<file path="config.mk">
export PLATFORM = sky130hd
export DESIGN_NAME = nhpm_cell
export DESIGN_NICKNAME = d
export VERILOG_FILES = /design/src/design/nhpm_pkg.sv /design/src/design/nhpm_cell.sv
export SDC_FILE = /design/constraint.sdc
export NUM_CORES = 1
export LEC_CHECK = 0
export BUFFER_PORTS_ARGS = -buffer_cell sky130_fd_sc_hd__buf_2
export CAP_MARGIN = 10
export CORE_ASPECT_RATIO = 2
export CORE_UTILIZATION = 42
export CTS_CLUSTER_SIZE = 24
export DETAILED_ROUTE_END_ITERATION = 8
export PLACE_DENSITY = 0.65
export SETUP_SLACK_MARGIN = 0.15
export SYNTH_ARGS = -nofsm -noshare
export SYNTH_HDL_FRONTEND = slang
export SYNTH_SLANG_ARGS = --single-unit
export TNS_END_PERCENT = 30
</file>
<file path="constraint.sdc">
create_clock -name clk -period 14.8 [get_ports clk]
set_clock_uncertainty 0.2 [all_clocks]
set_input_delay 0.74 -clock clk [delete_from_list [all_inputs] [get_ports clk]]
set_output_delay 0.74 -clock clk [all_outputs]
set_load 0.02 [all_outputs]
</file>
<file path="src/design/nhpm_pkg.sv">
// Shared types and constants for the next-hop prefix match block.
package nhpm_pkg;

  localparam int ROUTE_ENTRIES = 16;
  localparam int CNT_W = $clog2(ROUTE_ENTRIES + 1);
  localparam int IDX_W = (ROUTE_ENTRIES > 1) ? $clog2(ROUTE_ENTRIES) : 1;
  localparam logic [CNT_W-1:0] COUNT_FULL = CNT_W'(ROUTE_ENTRIES);

  localparam logic [1:0] KIND_CLEAR  = 2'd0;
  localparam logic [1:0] KIND_APPEND = 2'd1;
  localparam logic [1:0] KIND_LOOKUP = 2'd2;

  typedef struct packed {
    logic [1:0]  kind;
    logic [31:0] entry_network;
    logic [31:0] entry_gateway;
    logic [31:0] entry_mask;
    logic [31:0] lookup_address;
  } in_item_t;

  typedef struct packed {
    logic [31:0] next_hop;
    logic        status;
  } out_item_t;

  // Token that walks the cell chain.
  // Append: cnt = target slot, a/b/c = network/gateway/mask.
  // Lookup: cnt = valid entries at entry, a = address, b/c = best gateway/mask.
  typedef struct packed {
    logic             valid;
    logic [1:0]       kind;
    logic             status;
    logic [CNT_W-1:0] cnt;
    logic [31:0]      a;
    logic [31:0]      b;
    logic [31:0]      c;
  } tok_t;

endpackage

</file>
<file path="src/design/nhpm_cell.sv">
// One route cell: holds a single table entry and one in-flight token.
module nhpm_cell import nhpm_pkg::*; (
  input  logic             clk,
  input  logic             rst_n,
  input  logic [IDX_W-1:0] cell_idx,
  input  tok_t             tok_in,
  output tok_t             tok_out,
  input  logic             rdy_out,
  output logic             rdy_in
);

  tok_t        tok_r;
  tok_t        tok_nxt;
  logic [31:0] net_r;
  logic [31:0] gw_r;
  logic [31:0] mask_r;
  logic        entry_used;
  logic        entry_hit;
  logic        wr_en;

  assign rdy_in  = !tok_r.valid || rdy_out;
  assign tok_out = tok_r;

  always_comb begin
    tok_nxt    = tok_in;
    entry_used = tok_in.cnt > CNT_W'(cell_idx);
    // later entries win ties, hence >=
    entry_hit  = entry_used && ((net_r & mask_r) == (tok_in.a & mask_r)) &&
                 (mask_r >= tok_in.c);
    if (tok_in.valid && (tok_in.kind == KIND_LOOKUP) && entry_hit) begin
      tok_nxt.b = gw_r;
      tok_nxt.c = mask_r;
    end
    wr_en = rdy_in && tok_in.valid && (tok_in.kind == KIND_APPEND) &&
            !tok_in.status && (tok_in.cnt == CNT_W'(cell_idx));
  end

  always_ff @(posedge clk) begin
    if (!rst_n) begin
      tok_r <= '0;
    end else if (rdy_in) begin
      tok_r <= tok_nxt;
    end
  end

  always_ff @(posedge clk) begin
    if (wr_en) begin
      net_r  <= tok_in.a;
      gw_r   <= tok_in.b;
      mask_r <= tok_in.c;
    end
  end

endmodule
</file>
# == After elaboration in Yosys (flattened, before gate mapping) ==
# Index checks and enable logic that the tools add are counted.
# word_totals
reg_bits,201
wordCells,30
input_bits,112
output_inout_bits,106
# classes
muxes,1
eq_ne,4
reduce_logical,11
n_bitwise,2
magnitude_cmp,2
# op_table
op,n
$and 32x32->32,2
$mux 64,1
$eq 32x32->1,1
$ge 32x32->1,1
$logic_and 1x1->1,8
$eq 5x4->1,1
$gt 5x4->1,1
$eq 2x1->1 const B,1
$eq 2x2->1 const B,1
$logic_not 1->1,2
$logic_or 1x1->1,1

# == Logic depth before layout (Yosys ltp) ==
# depth
ltp_word,6
mapped_depth,11
ltp_nobuf,9

# == Worst setup path before layout ==
# OpenSTA, ideal clock, no wires.
# synth_timing
path_type,input to register
startpoint,input port cell_idx[2]
endpoint,"register gw_r[0], enable pin"
arrival_time_ns,10.681
setup_time_ns,0.797
path_buffers,0
stages,5
path_slack_ns,3.122
required_time_ns,13.803
path_cell_list,inv_1 > ha_1 > nand3_1 > or3b_2 > nor4_1
# synth_via
elab_chain_len,2
# synth_lines
element,line_no,text
from (decl),nhpm_cell.sv:5,"input logic [IDX_W-1:0] cell_idx,"
$eq 5x4->1,nhpm_cell.sv:35,!tok_in.status && (tok_in.cnt == CNT_W'(cell_idx));
$logic_and 1x1->1,nhpm_cell.sv:35,
named net wr_en,nhpm_cell.sv:19,logic wr_en;
to (signal assigned),nhpm_cell.sv:49,gw_r <= tok_in.b;
to (decl),nhpm_cell.sv:15,logic [31:0] gw_r;
# The timed path passes the listed nets, and every way through them passes these cells.
# A chain may end at the register's enable or synchronous reset.

# == Final worst setup path ==
# layout_timing
startpoint,"register tok_r, in the netlist tok_out[104]"
endpoint,output port rdy_in
# layout_via
elab_chain_len,2
# layout_lines
element,line_no,text
from (decl),nhpm_cell.sv:12,tok_t tok_r;
from (signal assigned),nhpm_cell.sv:42,tok_r <= tok_nxt;
$logic_not 1->1,nhpm_cell.sv:21,assign rdy_in = !tok_r.valid || rdy_out;
$logic_or 1x1->1,nhpm_cell.sv:21,
to (decl),nhpm_cell.sv:9,output logic rdy_in
# Every way passes these cells.

==> flow_summary.html <==
<table>
<tr><th>Metric</th><th>Value</th></tr>
<tr><th colspan="2">Synth</th></tr>
<tr><td>Fraction of registers with async set or reset after synthesis</td><td>0%</td></tr>
<tr><td>Count of cell types in the netlist</td><td>38</td></tr>
<tr><td>Most frequently used flop master after synthesis</td><td>sky130_fd_sc_hd__dfxtp_1</td></tr>
<tr><td>Post-synthesis instance total</td><td>826</td></tr>
<tr><td>Number of warnings issued by yosys</td><td>0</td></tr>
<tr><td>Proportion of synthesized area in mux cells</td><td>0%</td></tr>
<tr><td>Post-synthesis compound-gate area fraction</td><td>21.2%</td></tr>
<tr><td>Synth Net Count</td><td>974</td></tr>
<tr><td>Post-Synth XOR/XNOR Area</td><td>3.17%</td></tr>
<tr><td>Share of Yosys cell area claimed by the top area cell type</td><td>32.6%</td></tr>
<tr><td>Post-synth EDFFs</td><td>96</td></tr>
<tr><td>Sequential share of the synthesized area</td><td>56.3%</td></tr>
<tr><td>Synth Cell Area</td><td>8850 um2</td></tr>
<tr><td>Simple-gate share of the synthesized area</td><td>8.44%</td></tr>
<tr><td>Largest family of logic cells by synthesized area</td><td>compound AO/OA/AOI/OAI gates</td></tr>
<tr><td>Synthesized-area fraction occupied by adder cells</td><td>5.09%</td></tr>
<tr><td>Avg Cell Area, Syn</td><td>10.7 um2</td></tr>
<tr><td>Yosys reg bits</td><td>201</td></tr>
<tr><td>Library cell occupying the most area in the post-synthesis netlist</td><td>sky130_fd_sc_hd__edfxtp_1</td></tr>
<tr><td>Largest cells by area after synthesis</td><td>sky130_fd_sc_hd__edfxtp_1 33%, sky130_fd_sc_hd__dfxtp_1 24%, sky130_fd_sc_hd__o31a_1 6.3%</td></tr>
<tr><th colspan="2">CTS</th></tr>
<tr><td>Clock latency on the worst-skew pair</td><td>500 ps</td></tr>
<tr><td>CTS H-Tree Depth</td><td>1</td></tr>
<tr><td>Clock Tree Root</td><td>sky130_fd_sc_hd__clkbuf_16</td></tr>
<tr><td>CTS clk-pin slew, worst paths</td><td>70 ps</td></tr>
<tr><td>Number of instances resized during post-cts repair</td><td>0</td></tr>
<tr><td>Number of buffers created by CTS</td><td>19</td></tr>
<tr><td>Buffers from clock root to sink, at most</td><td>3</td></tr>
<tr><td>Post-CTS Hold Fix Bufs</td><td>0</td></tr>
<tr><td>Setup repair bufs after CTS</td><td>0</td></tr>
<tr><td>TritonCTS clock tree</td><td>yes</td></tr>
<tr><td>Number of sinks handled by clock tree synthesis</td><td>201</td></tr>
<tr><th colspan="2">Setup path</th></tr>
<tr><td>Data arrival time of the critical path</td><td>2800 ps</td></tr>
<tr><td>CP Launch Type</td><td>flop</td></tr>
<tr><td>FF-to-FF setup slack</td><td>11,170 ps</td></tr>
<tr><td>Depth of the worst register-to-register path</td><td>7</td></tr>
<tr><td>Data required, critical path</td><td>13,860 ps</td></tr>
<tr><td>Highest net fanout along the worst path</td><td>88</td></tr>
<tr><td>Number of cells on the critical path</td><td>4</td></tr>
<tr><td>CP cell instances</td><td>nor2b_4 -&gt; buf_4 -&gt; clkinv_2 -&gt; buf_2</td></tr>
<tr><td>Endpoint of the worst register-to-register path</td><td>mask_r[18]$_DFFE_PP_</td></tr>
<tr><td>Worst setup path start</td><td>tok_out[104]$_SDFFE_PN0N_</td></tr>
<tr><td>Cell type group with the largest total delay on the critical path</td><td>buffers and inverters</td></tr>
<tr><td>Worst flop-to-flop path startpoint</td><td>tok_out[104]$_SDFFE_PN0N_</td></tr>
<tr><td>Kind of end point of the critical path</td><td>primary output</td></tr>
<tr><td>Count of buffer and inverter cells on the critical path</td><td>3</td></tr>
<tr><td>Kind of critical path</td><td>flop to primary output</td></tr>
<tr><td>Crit-path max cell delay</td><td>730 ps</td></tr>
<tr><td>Capturing instance or port of the critical path</td><td>rdy_in</td></tr>
<tr><td>Worst path slowest cell</td><td>sky130_fd_sc_hd__clkinv_2</td></tr>
<tr><th colspan="2">Floorplanning</th></tr>
<tr><td>Number of primary I/O pins</td><td>218</td></tr>
<tr><td>Effective utilization at floorplan</td><td>43.1%</td></tr>
<tr><td>Die height</td><td>207 um</td></tr>
<tr><td>Placeable core region</td><td>20,600 um2</td></tr>
<tr><td>Floorplan die width</td><td>105 um</td></tr>
<tr><td>Die Outline Area</td><td>21,700 um2</td></tr>
<tr><td>Number of standard-cell rows in the floorplan</td><td>74</td></tr>
<tr><th colspan="2">Global routing</th></tr>
<tr><td>Total global routing overflow</td><td>0</td></tr>
<tr><td>Via count of the first global-routing pass</td><td>7,040</td></tr>
<tr><td>Pin count of the biggest net entering global routing</td><td>106</td></tr>
<tr><td>Initial antenna violation count</td><td>0</td></tr>
<tr><td>Global-route usage over all layers</td><td>22.9%</td></tr>
<tr><td>Wire length of the first global-routing pass</td><td>38,900 um</td></tr>
<tr><th colspan="2">Drt</th></tr>
<tr><td>Vias after detailed routing</td><td>7,060</td></tr>
<tr><td>Via/cell ratio</td><td>5.48</td></tr>
<tr><td>DRC violations left</td><td>0</td></tr>
<tr><td>Residual antenna-violating net count after detailed routing</td><td>0</td></tr>
<tr><td>Router iterations before antenna repair</td><td>4</td></tr>
<tr><td>Iteration-0 DRC count of the detailed router</td><td>457</td></tr>
<tr><td>Routed length per instance</td><td>19.3 um</td></tr>
<tr><td>Total Routed Length</td><td>24,800 um</td></tr>
<tr><th colspan="2">Placed design</th></tr>
<tr><td>Post-Place Setup Slack</td><td>10,690 ps</td></tr>
<tr><td>DP HPWL</td><td>16,200 um</td></tr>
<tr><td>GP Congestion</td><td>0.827</td></tr>
<tr><td>Placed insts</td><td>1,256</td></tr>
<tr><td>Total of buffers placed on input and output ports</td><td>217</td></tr>
<tr><th colspan="2">Final layout</th></tr>
<tr><td>Top library cells by usage in the layout, fill and taps aside</td><td>217 x sky130_fd_sc_hd__buf_2, 105 x sky130_fd_sc_hd__dfxtp_1, 96 x sky130_fd_sc_hd__edfxtp_1</td></tr>
<tr><td>Count of antenna diodes in the layout</td><td>0</td></tr>
<tr><td>Seq. cell area</td><td>4980 um2</td></tr>
<tr><td>Proportion of layout cells with a drive suffix above 1</td><td>25.4%</td></tr>
<tr><td>Commonest non-fill, non-tap cell in the layout</td><td>sky130_fd_sc_hd__buf_2</td></tr>
<tr><td>Layout Area Growth over Synthesis</td><td>20.3%</td></tr>
<tr><td>Count of placed standard cells in the final layout, fillers left out</td><td>1,289</td></tr>
<tr><td>Filler cell count in the final layout</td><td>1,952</td></tr>
<tr><td>Combined area of the multi-input logic cells</td><td>3390 um2</td></tr>
<tr><td>Total Nets Final</td><td>1,159</td></tr>
<tr><th colspan="2">Timing</th></tr>
<tr><td>Tightest Pin Transition</td><td>1050 ps</td></tr>
<tr><td>Unrepaired setup endpoints after global routing</td><td>no</td></tr>
<tr><td>Final Hold Slack</td><td>238 ps</td></tr>
<tr><td>Highest clock rate</td><td>268 MHz</td></tr>
<tr><td>Final Hold Violating Endpoints</td><td>0</td></tr>
<tr><td>Number of setup violations in the final report</td><td>0</td></tr>
<tr><td>Setup ws final</td><td>11,060 ps</td></tr>
<tr><td>Worst relative slew slack</td><td>30.2%</td></tr>
<tr><td>Final total negative setup slack</td><td>0 ps</td></tr>
<tr><td>Minimum period implied by the final worst setup slack</td><td>3740 ps</td></tr>
<tr><td>Ratio of final minimum period to clock period</td><td>25.2%</td></tr>
<tr><td>Number of slew-limit violations in the final report</td><td>0</td></tr>
<tr><th colspan="2">Pwr</th></tr>
<tr><td>Peak ir drop on the vdd network</td><td>0.0895 mV</td></tr>
<tr><td>PD cells</td><td>118 nW/um2</td></tr>
<tr><td>Overall power of the completed layout</td><td>1260 uW</td></tr>
<tr><td>Leakage power</td><td>0.00448 uW</td></tr>
<tr><th colspan="2">Job</th></tr>
<tr><td>Number of max-cap violations</td><td>0</td></tr>
<tr><th colspan="2">Hold path</th></tr>
<tr><td>Critical hold path startpoint</td><td>tok_in[43]</td></tr>
<tr><td>Class of the tightest hold or removal check</td><td>input port to flop</td></tr>
<tr><th colspan="2">Run status</th></tr>
<tr><td>Status</td><td>finished clean</td></tr>
</table>
[worst min path at each step]
stage / slack [ps] / end / cells past startpoint
2_1_floorplan: 340 / tok_out[100]$_SDFFE_PN0N_ / 2
3_3_place_gp: 250 / tok_out[102]$_SDFFE_PN0N_ / 2
3_5_place_dp: 260 / tok_out[78]$_SDFFE_PN0N_ / 2
4_1_cts: 220 / gw_r[14]$_DFFE_PP_ / 1
5_1_grt: 230 / gw_r[14]$_DFFE_PP_ / 1
6_report: 240 / gw_r[11]$_DFFE_PP_ / 1
[metal layers]
metal,up-vias,wire length [um],track usage [%]
met1,3363,9480,26.1
met3,67,1280,3.33
met4,0,1270,11.7
li1,3391,-,-
met5,-,0,0
met2,239,12800,41.0
[cell usage after synthesis, types with 2 or more instances]
library cell and n:
sky130_fd_sc_hd__xor2_1 32, sky130_fd_sc_hd__nand3_1 7, sky130_fd_sc_hd__a22oi_1 15, sky130_fd_sc_hd__a21o_1 2, sky130_fd_sc_hd__dfxtp_1 105, sky130_fd_sc_hd__a21boi_0 41
sky130_fd_sc_hd__clkbuf_1 48, sky130_fd_sc_hd__a21oi_1 13, sky130_fd_sc_hd__buf_6 6, sky130_fd_sc_hd__o21a_1 2, sky130_fd_sc_hd__nor4_1 2, sky130_fd_sc_hd__inv_1 38
sky130_fd_sc_hd__buf_8 7, sky130_fd_sc_hd__a211oi_1 2, sky130_fd_sc_hd__o21ai_0 65, sky130_fd_sc_hd__ha_1 36, sky130_fd_sc_hd__o31a_1 64, sky130_fd_sc_hd__edfxtp_1 96
sky130_fd_sc_hd__nor2_1 65, sky130_fd_sc_hd__nor2b_1 3, sky130_fd_sc_hd__o211ai_1 2, sky130_fd_sc_hd__nand4_1 10, sky130_fd_sc_hd__a31oi_1 64, sky130_fd_sc_hd__nand2_1 87
[logic make-up (layout without fill, tap and decap cells)]
logic type               Yosys count  in the layout
AO/OA/AOI/OAI                    276            276
XOR/XNOR                          32             32
adder cells (fa/ha/maj)           36             36
buffers and inverters            101            298
flip-flops                       201            201
AND/OR/NAND/NOR                  180            180
[state kept, by name, indices dropped and copies added, names as in the netlist]
register  cells
net_r        32
tok_out     105
mask_r       32
gw_r         32
[power breakdown]
group,switching [uW],internal [uW]
combinational,89.5,53.3
clock,206,297
sequential,9.21,601
total,305,952
[final cells by class]
cell class	count	share of cell area, %
inverters	39	1.39
clock inverters	6	0.787
multi-input cells	524	31.8
flip-flops and latches	201	46.8
repair buffers	226	10.8
well taps	266	3.13
clock buffers	27	5.23
[worst reg2reg max path, stage by stage (launching register included)]
cell	delay, ps
sky130_fd_sc_hd__dfxtp_1	350
sky130_fd_sc_hd__nor2b_4	140
sky130_fd_sc_hd__buf_4	720
sky130_fd_sc_hd__clkinv_2	750
sky130_fd_sc_hd__nand3_1	290
sky130_fd_sc_hd__nor4_2	50
sky130_fd_sc_hd__buf_4	240
sky130_fd_sc_hd__buf_4	460
[metrics by stage]
stage,cell area (um2),util [%]
floorplan,8850,-
global placement,10000,48.7
detailed placement,10000,48.7
CTS,10600,51.8
global route,10600,51.8
finish,10600,51.8
Power figures use the tool's default switching activity.
